File: config.mk
export PLATFORM = sky130hd
export DESIGN_NAME = svm_ctrl
export DESIGN_NICKNAME = d
export VERILOG_FILES = /design/src/design/svm_pkg.sv /design/src/design/svm_ctrl.sv
export SDC_FILE = /design/constraint.sdc
export NUM_CORES = 1
export LEC_CHECK = 0
export ABC_AREA = 0
export ABC_CLOCK_PERIOD_IN_PS = 1700
export BUFFER_PORTS_ARGS = -buffer_cell sky130_fd_sc_hd__clkbuf_2
export CORE_MARGIN = 3
export CORE_UTILIZATION = 40
export CTS_CLUSTER_DIAMETER = 120
export DETAILED_ROUTE_END_ITERATION = 8
export PLACE_DENSITY = 0.68
export RECOVER_POWER = 50
export SETUP_SLACK_MARGIN = 0.1
export SYNTH_ARGS = -nofsm -noshare
export SYNTH_HDL_FRONTEND = slang
export SYNTH_SLANG_ARGS = --single-unit
export TNS_END_PERCENT = 100
File: constraint.sdc
create_clock -name clk -period 1.7 [get_ports clk]
set_clock_uncertainty 0.2 [all_clocks]
set_input_delay 0.34 -clock clk [delete_from_list [all_inputs] [get_ports clk]]
set_output_delay 0.34 -clock clk [all_outputs]
set_load 0.03 [all_outputs]
File: src/design/svm_pkg.sv
// shared types and constants of the sample voice mixer
package svm_pkg;

  localparam int SLOTS = 32;
  localparam int VOICES = 64;
  localparam int MEMORY_FRAMES = 65536;
  localparam int SLOT_W = $clog2(SLOTS);
  localparam int VOICE_W = $clog2(VOICES);
  localparam int ADDR_W = $clog2(MEMORY_FRAMES);
  localparam int GAIN_W = 17;
  localparam int ACC_W = 40;

  localparam logic [2:0] CMD_WRITE = 3'd0;
  localparam logic [2:0] CMD_DEFINE = 3'd1;
  localparam logic [2:0] CMD_GAIN = 3'd2;
  localparam logic [2:0] CMD_TRIGGER = 3'd3;
  localparam logic [2:0] CMD_TICK = 3'd4;

  typedef struct packed {
    logic [2:0] command;
    logic [4:0] slot_index;
    logic [15:0] sample_address;
    logic signed [15:0] left_in;
    logic signed [15:0] right_in;
    logic [15:0] slot_base;
    logic [15:0] slot_length;
    logic [15:0] start_frame;
    logic [15:0] end_frame;
    logic [15:0] volume;
  } request_t;

  typedef struct packed {
    logic signed [15:0] left_out;
    logic signed [15:0] right_out;
    logic clipped;
  } result_t;

  // controller to datapath
  typedef struct packed {
    logic exec;       // run a non-tick request
    logic tick_init;  // clear accumulators, set up block
    logic voice_rd;   // read voice state and sample for cur voice
    logic voice_acc;  // accumulate and update cur voice
    logic tick_done;  // finish block position, emit result
    logic [VOICE_W-1:0] voice;
  } ctrl_t;

endpackage

File: src/design/svm_ctrl.sv
// controller state machine sequencing a tick over all voices
module svm_ctrl import svm_pkg::*; (
  input  logic clk,
  input  logic rst,
  input  logic start,
  input  logic [2:0] command,
  output logic busy,
  output ctrl_t ctrl
);

  typedef enum logic [3:0] {
    S_IDLE = 4'b0001,
    S_READ = 4'b0010,
    S_ACC  = 4'b0100,
    S_DONE = 4'b1000
  } state_t;

  state_t state, state_next;
  logic [VOICE_W-1:0] voice, voice_next;
  logic go;

  assign go = start && !busy;
  assign busy = (state != S_IDLE);

  // next state
  always_comb begin
    state_next = state;
    voice_next = voice;
    case (state)
      S_IDLE: begin
        if (go && command == CMD_TICK) begin
          state_next = S_READ;
          voice_next = '0;
        end
      end
      S_READ: state_next = S_ACC;
      S_ACC: begin
        if (voice == VOICE_W'(VOICES - 1)) begin
          state_next = S_DONE;
        end else begin
          state_next = S_READ;
          voice_next = voice + 1'b1;
        end
      end
      S_DONE: state_next = S_IDLE;
      default: state_next = S_IDLE;
    endcase
  end

  always_ff @(posedge clk) begin
    if (rst) begin
      state <= S_IDLE;
      voice <= '0;
    end else begin
      state <= state_next;
      voice <= voice_next;
    end
  end

  // commands
  always_comb begin
    ctrl.exec = go && command != CMD_TICK;
    ctrl.tick_init = go && command == CMD_TICK;
    ctrl.voice_rd = (state == S_READ);
    ctrl.voice_acc = (state == S_ACC);
    ctrl.tick_done = (state == S_DONE);
    ctrl.voice = voice;
  end

`ifndef ASSERT_OFF
  a_no_start_busy: assert property (@(posedge clk) disable iff (rst)
    (state == S_ACC && voice != VOICE_W'(VOICES - 1)) |=> state == S_READ)
    else $error("walk stopped early");
  a_done_idle: assert property (@(posedge clk) disable iff (rst)
    state == S_DONE |=> state == S_IDLE)
    else $error("done not followed by idle");
  a_tick_starts: assert property (@(posedge clk) disable iff (rst)
    ctrl.tick_init |=> (state == S_READ && voice == '0))
    else $error("tick did not start walk");
`endif

endmodule

# Yosys cells after proc, flatten, opt, wreduce, memory -nomap -nowiden
# Cells that the tools add are included.
[totals]
ff_bits = 10
latch_bits = 0
ramBits = 0
romBits = 0
inputBits = 6
word_cells = 25
mem_count = 0
[classes]
add_sub_neg = 1
n_mul = 0
div = 0
order_cmp = 0
n_eq_ne = 10
shifts = 0
mux = 6
n_bitwise = 0
reduce_logical = 6
[op_table]
columns = ["cell", "n"]
rows = [
  ["$mux W6", 2],
  ["$pmux W4 S3", 1],
  ["$pmux W6 S2", 1],
  ["$mux W4", 2],
  ["$add A6 B1 Y6 const B", 1],
  ["$eq A6 B6 Y1 const B", 1],
  ["$eq A4 B1 Y1 const B", 1],
  ["$eq A4 B2 Y1 const B", 1],
  ["$eq A4 B3 Y1 const B", 1],
  ["$eq A4 B4 Y1 const B", 1],
  ["$ne A2 B2 Y1 const B", 2],
  ["$ne A4 B1 Y1 const B", 1],
  ["$eq A3 B3 Y1 const B", 1],
  ["$logic_and A1 B1 Y1", 3],
  ["$ne A3 B3 Y1 const B", 1],
  ["$reduce_and A3 Y1", 1],
  ["$reduce_bool A2 Y1", 1],
  ["$logic_not A1 Y1", 1],
]

# Depth between registers and ports, before layout
# Gate-level depths: netlist of run 1.
[depth]
depth_word = 6
depth_mapped = 6
ltp_nobuf = 5

# Worst setup path before layout of run 1
# No wires, ideal clock.
[synth_path]
kind = "reg2out"
startpoint = "reg state[2]"
endpoint = "out ctrl[8] in the netlist's numbering"
arrival_time_ns = 1.534
setup_slack_ns = -0.374
path_stages_with_launch = 2
path_buffers = 0
cell_sequence = "dfxtp_1 > nor4b_1"
[synth_lines]
columns = ["item", "line", "source"]
rows = [
  ["start, declared", "svm_ctrl.sv:18", "state_t state, state_next;"],
  ["start signal, assigned", "svm_ctrl.sv:55", "state <= state_next;"],
  ["end, declared", "svm_ctrl.sv:8", "output ctrl_t ctrl"],
]

==> impl.org, run 1 <==
** Routing
- The count of nets left with antenna violations once routing finished came out at 0.
- Drt wl/cell :: 21.34 microns
- For this block, the via count after detailed routing is 744.
- Starting DRT DRC Count :: 51
- For this block, the routed nets add up to 2561 microns of wire.
- Number of remaining DRC errors :: 0
- Number of search-and-repair iterations in the first detailed-routing pass :: 5
- Vias/cell :: 6.200

** Yosys
- Synth Cell Area :: 530.5 sq um
- After synthesis, flip-flops and latches occupy 37.74% of the total area.
- Counting flops with a built-in enable in the synthesized netlist gives 0.
- In this run, synthesis produced a sequential element count of 10.
- Summed over its instances, the top area cell type makes up 37.74% of the synthesized netlist area.
- Of all flip-flops after synthesis, the portion carrying an async set or reset was 0%.
- The number of nets in the synthesized netlist is 71.
- In this run the mean area of a mapped cell was 8.289 sq um.
- The Yosys step of the flow raised 0 warnings.
- After synthesis, the netlist uses 28 different library cells.
- Post-Synthesis Cells :: 64
- Cells taking the most area after synthesis :: dfxtp_1 38%, nand3_1 6.6%, nor4b_1 5.0%
- The most used flip-flop cell after synthesis is dfxtp_1.
- The synthesized design spends more area on one cell type than any other, namely dfxtp_1.

** STA
- For the pin with the worst max-slew slack, the measured transition is 0.3809 ns.
- Final setup violating endpoints :: 13
- Fmax achieved :: 0.4994 GHz
- The number of max-slew violations in the final report came to 0.
- After layout, the worst setup slack is -0.3023 ns.
- Worst slew margin relative to its limit :: 74.72%
- The final hold violation count is 0.
- Minimum hold slack :: 0.2152 ns
- Tcrit/Tclk final :: 117.8%
- Minimum period implied by the final worst setup slack :: 2.002 ns
- Setup repair after global routing could not meet its margin everywhere.

** Worst setup path
- Data required, critical path :: 1.16 ns
- Startpoint kind of the worst setup timing path :: flip-flop
- The kind of cell with the highest combined delay along the critical path is simple AND/OR/NAND/NOR gates.
- The slowest stage of the critical path is the dfxtp_2 cell.
- Critical setup path kind :: reg2out
- Internal reg-to-reg setup slack :: -0.27 ns
- Walking the worst path, the cells encountered are buf_6 -> nor4b_4 -> nand2_1 -> nor2_4 -> buf_8.
- CP Data Arrival Time :: 1.46 ns
- Start of the worst register-to-register path :: state[3]$_SDFFE_PP0P_
- In this run the worst path has a maximum fanout of 3.
- The worst register-to-register path ends at voice[0]$_SDFFE_PP0P_.
- Critical path capture point type :: output pin
- Crit-path max cell delay :: 0.37 ns
- Number of buffer and inverter stages on the critical path :: 2
- Path depth of the worst reg2reg path :: 5

** Clock network
- In this run the number of H-tree levels came out at 1.
- Clk buf depth :: 2
- For the worst-skew pair, the clock arrives at the later sink with an insertion delay of 0.28 ns.
- The clock net in this run drives a total of 10 sinks.
- TritonCTS clock tree :: done
- Number of buffers inserted by hold repair at cts :: 0
- Post-CTS clock slew at the launch and capture registers of the worst setup and hold paths :: 0.07 ns
- Counting the buffers created by CTS gives 3.
- The tree is rooted in a clkbuf_4.

** Power
- IR analysis of the VDD net gives a maximum drop of 704.8 uV.
- In this run the power density over the cells is 853.3 nW/um^2.
- Leakage power :: 0.4451 nW

** Hold path
- Hold_sp :: rst
- For hold timing, the worst endpoint is voice[4]$_SDFFE_PP0P_.
- The tightest min-delay check is of the in2reg type.
- Hold Path Stages :: 2

** Placement
- OpenSTA, run right after detailed placement, puts the worst setup slack at -0.1248 ns.
- # port buffers :: 17
- Sum of net half-perimeters after detailed placement :: 1123 microns
- GPL Wtd Cong :: 0.8353
- In this run, placement finished with an instance count of 107.
- Once placement finished, the instance area stood at 759.5 sq um.

** GRT
- Total global-route track usage :: 23.36%
- Vias in the first global route :: 672
- Maximum number of pins on one net before global-route repair :: 11
- Wire length of the first global-routing pass :: 3160 microns
- Number of antenna violations at the first check in global routing :: 0
- For this run the aggregate overflow at the end of global routing stands at 0.

** Finish
- Highest-count cells in the layout ignoring fill and taps :: 14 x buf_4, 11 x buf_6, 8 x clkbuf_2, 6 x dfxtp_1, 5 x nand3_1
- Across the whole layout, storage elements account for 207.7 sq um.
- Relative to the synthesized area, the layout overhead comes to 100.0%.
- The multi-input combinational cells in the finished layout cover a total of 437.9 sq um.
- The library cell used most frequently in the layout, excluding fill and tap cells, is buf_4.
- The repair_antennas step left the layout with diodes totalling 0.
- The post-route netlist has 64.15% of its cells at a drive strength greater than 1.
- The layout has 50 filler cells.
- Area of all placed cells without fillers :: 1061 sq um
- After the flow finishes, the layout carries non-filler instances totaling 120.
- The final layout contains 114 nets.

** Floorplanning
- The core region is 1171 sq um.
- The die covers 1799 sq um.
- 18 I/O pins were placed.
- From left edge to right edge, the die measures 42.42 microns.
- The floorplan has 12 rows.
- Once the floorplan was initialized, standard cells occupied 45.30% of the core.
- From bottom edge to top edge, the die measures 42.42 microns.

** Outcome
- The flow ran to the end, but the final reports show violations.
- Failing checks :: setup timing

** Run
- Maxcap violations :: 0
[per-stage QoR]
| stage | TNS [ns] | util, % | power (mW) |
|---|---|---|---|
| final | -2.399 | 90.60 | 0.9054 |
| after CTS | -1.534 | 81.73 | 0.7961 |
| after global placement | -0.3952 | 64.85 | 0.4910 |
| after global routing | -3.035 | 90.60 | 0.9363 |
| after detailed placement | -0.6648 | 64.85 | 0.4943 |
| after floorplan | -0.1362 | - | 0.3914 |
[flip-flops by register name (all words and copies together) (netlist names)]
register	flops
voice	6
state	4
[area by class of cell]
class | count | area share [%]
repair buffers | 40 | 31.96
multi-input cells | 48 | 41.27
flip-flops and latches | 10 | 19.58
well taps | 14 | 1.651
clock buffers | 4 | 3.420
inverters | 4 | 2.123
[worst max-delay path by stage]
stage | slack (ns) | endpoint | cells past startpoint | from
after floorplan | -0.06 | voice[0]$_SDFFE_PP0P_ | 5 | state[1]$_SDFFE_PP0P_
after global placement | -0.07 | voice[4]$_SDFFE_PP0P_ | 5 | state[1]$_SDFFE_PP0P_
after detailed placement | -0.12 | ctrl[9] | 5 | state[0]$_SDFFE_PP1P_
after CTS | -0.24 | ctrl[10] | 5 | state[0]$_SDFFE_PP1P_
after global routing | -0.39 | ctrl[10] | 5 | state[0]$_SDFFE_PP1P_
final | -0.30 | ctrl[10] | 5 | state[0]$_SDFFE_PP1P_
[metal layers]
layer / vias up / share of wire (%) / global-route usage, % / wire length, microns
met4: 0 / 6.3 / 10.56 / 161
met5: - / 0 / 0 / 0
met2: 56 / 47 / 37.99 / 1201
li1: 315 / - / - / -
met1: 353 / 39 / 29.74 / 1006
met3: 20 / 7.5 / 3.863 / 192
[synth_stat cells (2+ instances only)]
library cell / n
nand2b_1: 3
o21ai_0: 3
inv_1: 3
dfxtp_1: 10
nand2_1: 3
nor2_1: 4
o31ai_1: 2
nand3_1: 7
and3_1: 4
a21oi_1: 5
nor4b_1: 3
[worst reg2reg max path: cells and delay by family, from the launching register on]
kind	cells	cell delay (ns)
compound gates	2	0.36
buf+inv	1	0.15
simple gates	2	0.82
flops	1	0.37
[report_power, final]
part	leakage, nW	internal [mW]	switching, mW
logic	0.342	0.212	0.193
registers	0.0821	0.250	0.0186
clock network	0.0210	0.131	0.101
[cells by family after synthesis]
| family | count (synthesis) | share of synthesized area (%) |
|---|---|---|
| DFF | 10 | 37.74 |
| and+or+nand+nor | 32 | 35.61 |
| AOI/OAI and AO/OA | 13 | 16.27 |
| buffers and inverters | 6 | 4.479 |
| adders and majority gates | 1 | 2.358 |
| xor gates and xnor gates | 1 | 1.651 |
| muxes | 1 | 1.887 |
[timing repair]
item	CTS	global route
setup endpoints to repair	14	15
gates resized for setup	31	24
cloned	0	0
pin swaps	11	11
buffers inserted	5	5
Note: power is estimated with default switching activity, not from simulation.
==> run 2, diff against run 1 <==
--- a/config.mk
+++ b/config.mk
@@ -8,7 +8,7 @@
 export ABC_AREA = 0
 export ABC_CLOCK_PERIOD_IN_PS = 1700
 export BUFFER_PORTS_ARGS = -buffer_cell sky130_fd_sc_hd__clkbuf_2
-export CORE_MARGIN = 3
+export CORE_MARGIN = 1.5
 export CORE_UTILIZATION = 40
 export CTS_CLUSTER_DIAMETER = 120
 export DETAILED_ROUTE_END_ITERATION = 8
==> impl.org, run 2 (synthesized netlist as in run 1, its figures left out) <==
** Outcome
- Run status :: finished, violations left
- The checks that failed: setup timing.

** STA
- In the final timing run, aggregate negative setup slack is -1.835 ns.
- Across all setup checks in the final design, the least slack found is -0.2516 ns.
- Minimum period implied by the final worst setup slack :: 1.952 ns
- Number of pins with negative max-slew slack in the final report :: 0
- Fmax achieved :: 0.5124 GHz
- Setup repair after global routing could not meet its margin everywhere.
- Worst slew margin relative to its limit :: 75.84%
- Fin. Hold Viols :: 0
- Setup violations remaining at the end of the flow were counted as 12.
- Of the available clock period, the critical path in the final layout requires 114.8%.
- Slew @ Worst Pin :: 0.3640 ns
- Minimum hold slack :: 0.2043 ns

** Placement
- The congestion estimate from routability-driven global placement came to 0.8957.
- Dpl cells :: 106
- Before CTS, the worst setup slack after placement is -0.1095 ns.
- The placed instances occupy a cell area of 752.0 sq um.
- Sum of net half-perimeters after detailed placement :: 1009 microns
- # port buffers :: 17

** Power
- Power spread over the standard cell area amounts to 863.0 nW/um^2.
- In this run the static leakage power is 0.4231 nW.
- Worst ir drop on vdd :: 781.6 uV
- The completed layout was analyzed and its total power is 863.8 uW.

** Routing
- Vias :: 649
- Routed Wire Length :: 1673 microns
- Starting DRT DRC Count :: 16
- Antenna viol nets, final :: 0
- The first TritonRoute pass finished after 4 iterations.
- Number of remaining DRC errors :: 0
- Vias/cell :: 5.547
- Dividing the detail-routed wire length by the instance count gives 14.30 microns.

** Finish
- The finished cells cover 1001 sq um.
- Layout Utilization :: 85.47%
- The number of antenna diodes in the final layout is 0.
- For this run, the post-layout net count is 111.
- Register name with the most flops :: voice
- Most common library cell in the layout ignoring fill and taps :: buf_4
- The count of cells in the finished layout, fillers not included, comes to 117.
- The register with the most flip-flops in the layout has 6 of them.
- From synthesis to final layout, the design area changed by 88.68%.
- The post-route netlist has 58.25% of its cells at a drive strength greater than 1.
- Largest registers ranked by flip-flop count :: voice x6, state x4
- Highest-count cells in the layout ignoring fill and taps :: 12 x buf_4, 8 x buf_6, 7 x clkbuf_2, 6 x nand3_1, 6 x dfxtp_1

** Worst setup path
- CP Data Arrival Time :: 1.41 ns
- The worst setup path is captured at an output pin.
- CP Max Fanout :: 4
- Data required, critical path :: 1.16 ns
- The worst setup path is of the reg2out kind.
- In this run the worst setup path begins at state[3]$_SDFFE_PP0P_.
- The startpoint identified for the worst register-to-register timing path is state[3]$_SDFFE_PP0P_.
- The worst setup path is launched from a flip-flop.

** Floorplanning
- The initial utilization of the core area, before any placement, comes to 45.30%.
- During I/O placement, the number of pins put on the boundary was 18.
- The floorplan step set the die height to 39.42 microns.
- The floorplan step set the die width to 39.42 microns.
- Total Die Area :: 1554 sq um
- The floorplan has 12 rows.
- The total area inside the core boundary comes to 1171 sq um.

** GRT
- For this run, the total global-route usage over all layers was measured as 24.38%.
- Maximum number of pins on one net before global-route repair :: 11
- The initial antenna violation count came to 0.
- Vias in the first global route :: 549
- The first global-routing pass estimated 2435 microns of wire.
- The total overflow left after global routing is 0.

** Clock network
- The clock net in this run drives a total of 10 sinks.
- No sink is reached through more buffers than the 2 on the longest clock path.
- Clock-pin slew was measured on the worst setup and hold paths at 0.07 ns.
- Skew-Pair Late Insertion Delay :: 0.27 ns
- Number of H-tree branching levels :: 1
- Number of buffers inserted by hold repair at cts :: 0
- In this run, CTS created clock tree buffers numbering 3.
- Clock tree synthesis selected as its root buffer the cell clkbuf_4.
- TritonCTS clock tree :: done

** Hold path
- The worst hold path belongs to the class in2reg.
- Hold_sp :: rst

** Run
- Across the run, the number of max-cap violations was 0.
[run 2: changes by cell type in the layout (fill, tap and decap cells not counted), sizes merged]
cell	before	now
buf	28	24
clkbuf	16	17
[run 2: layer usage]
metal  vias up  part of all wire, %  wire length, microns  track usage, %
li1        316                    -                     -               -
met1       308                   49                   812           30.80
met2        20                   44                   743           36.89
met3         5                  4.6                    77           5.114
met4         0                  2.3                    39           15.52
met5         -                    0                     0               0
[run 2: worst max-delay path, stage by stage, from the launching register on]
cell,delay (ns)
dfxtp_4,0.36
or4b_4,0.58
clkinv_4,0.08
buf_8,0.11
[run 2: path summary, 6_finish.rpt]
check	endpoint	cells past startpoint	slack, ns
hold / removal	voice[4]$_SDFFE_PP0P_	2	0.20
hold reg to reg	voice[1]$_SDFFE_PP0P_	2	0.35
setup reg to reg	voice[0]$_SDFFE_PP0P_	5	-0.22
setup / recovery	ctrl[7]	3	-0.25
[run 2: report_power, final]
group	internal, mW	switching, mW
Combinational	0.211	0.163
Sequential	0.250	0.0186
Clock	0.130	0.0911
Total	0.591	0.273
[run 2: final cells by class]
| cell class | instances | area (sq um) |
|---|---|---|
| sequential | 10 | 207.7 |
| tap | 14 | 17.52 |
| clock buffer | 4 | 36.28 |
| timing repair buffer | 37 | 311.5 |
| fill | 63 | 170.2 |
| inverter | 4 | 20.02 |
| multi-input combinational | 48 | 407.9 |
[run 2: what timing repair did]
item,4_1_cts,5_1_grt
endpoints found under the hold margin,0,0
setup endpoints to repair,12,15
pin swaps,9,7
setup buffers,3,6
resized for setup,26,20
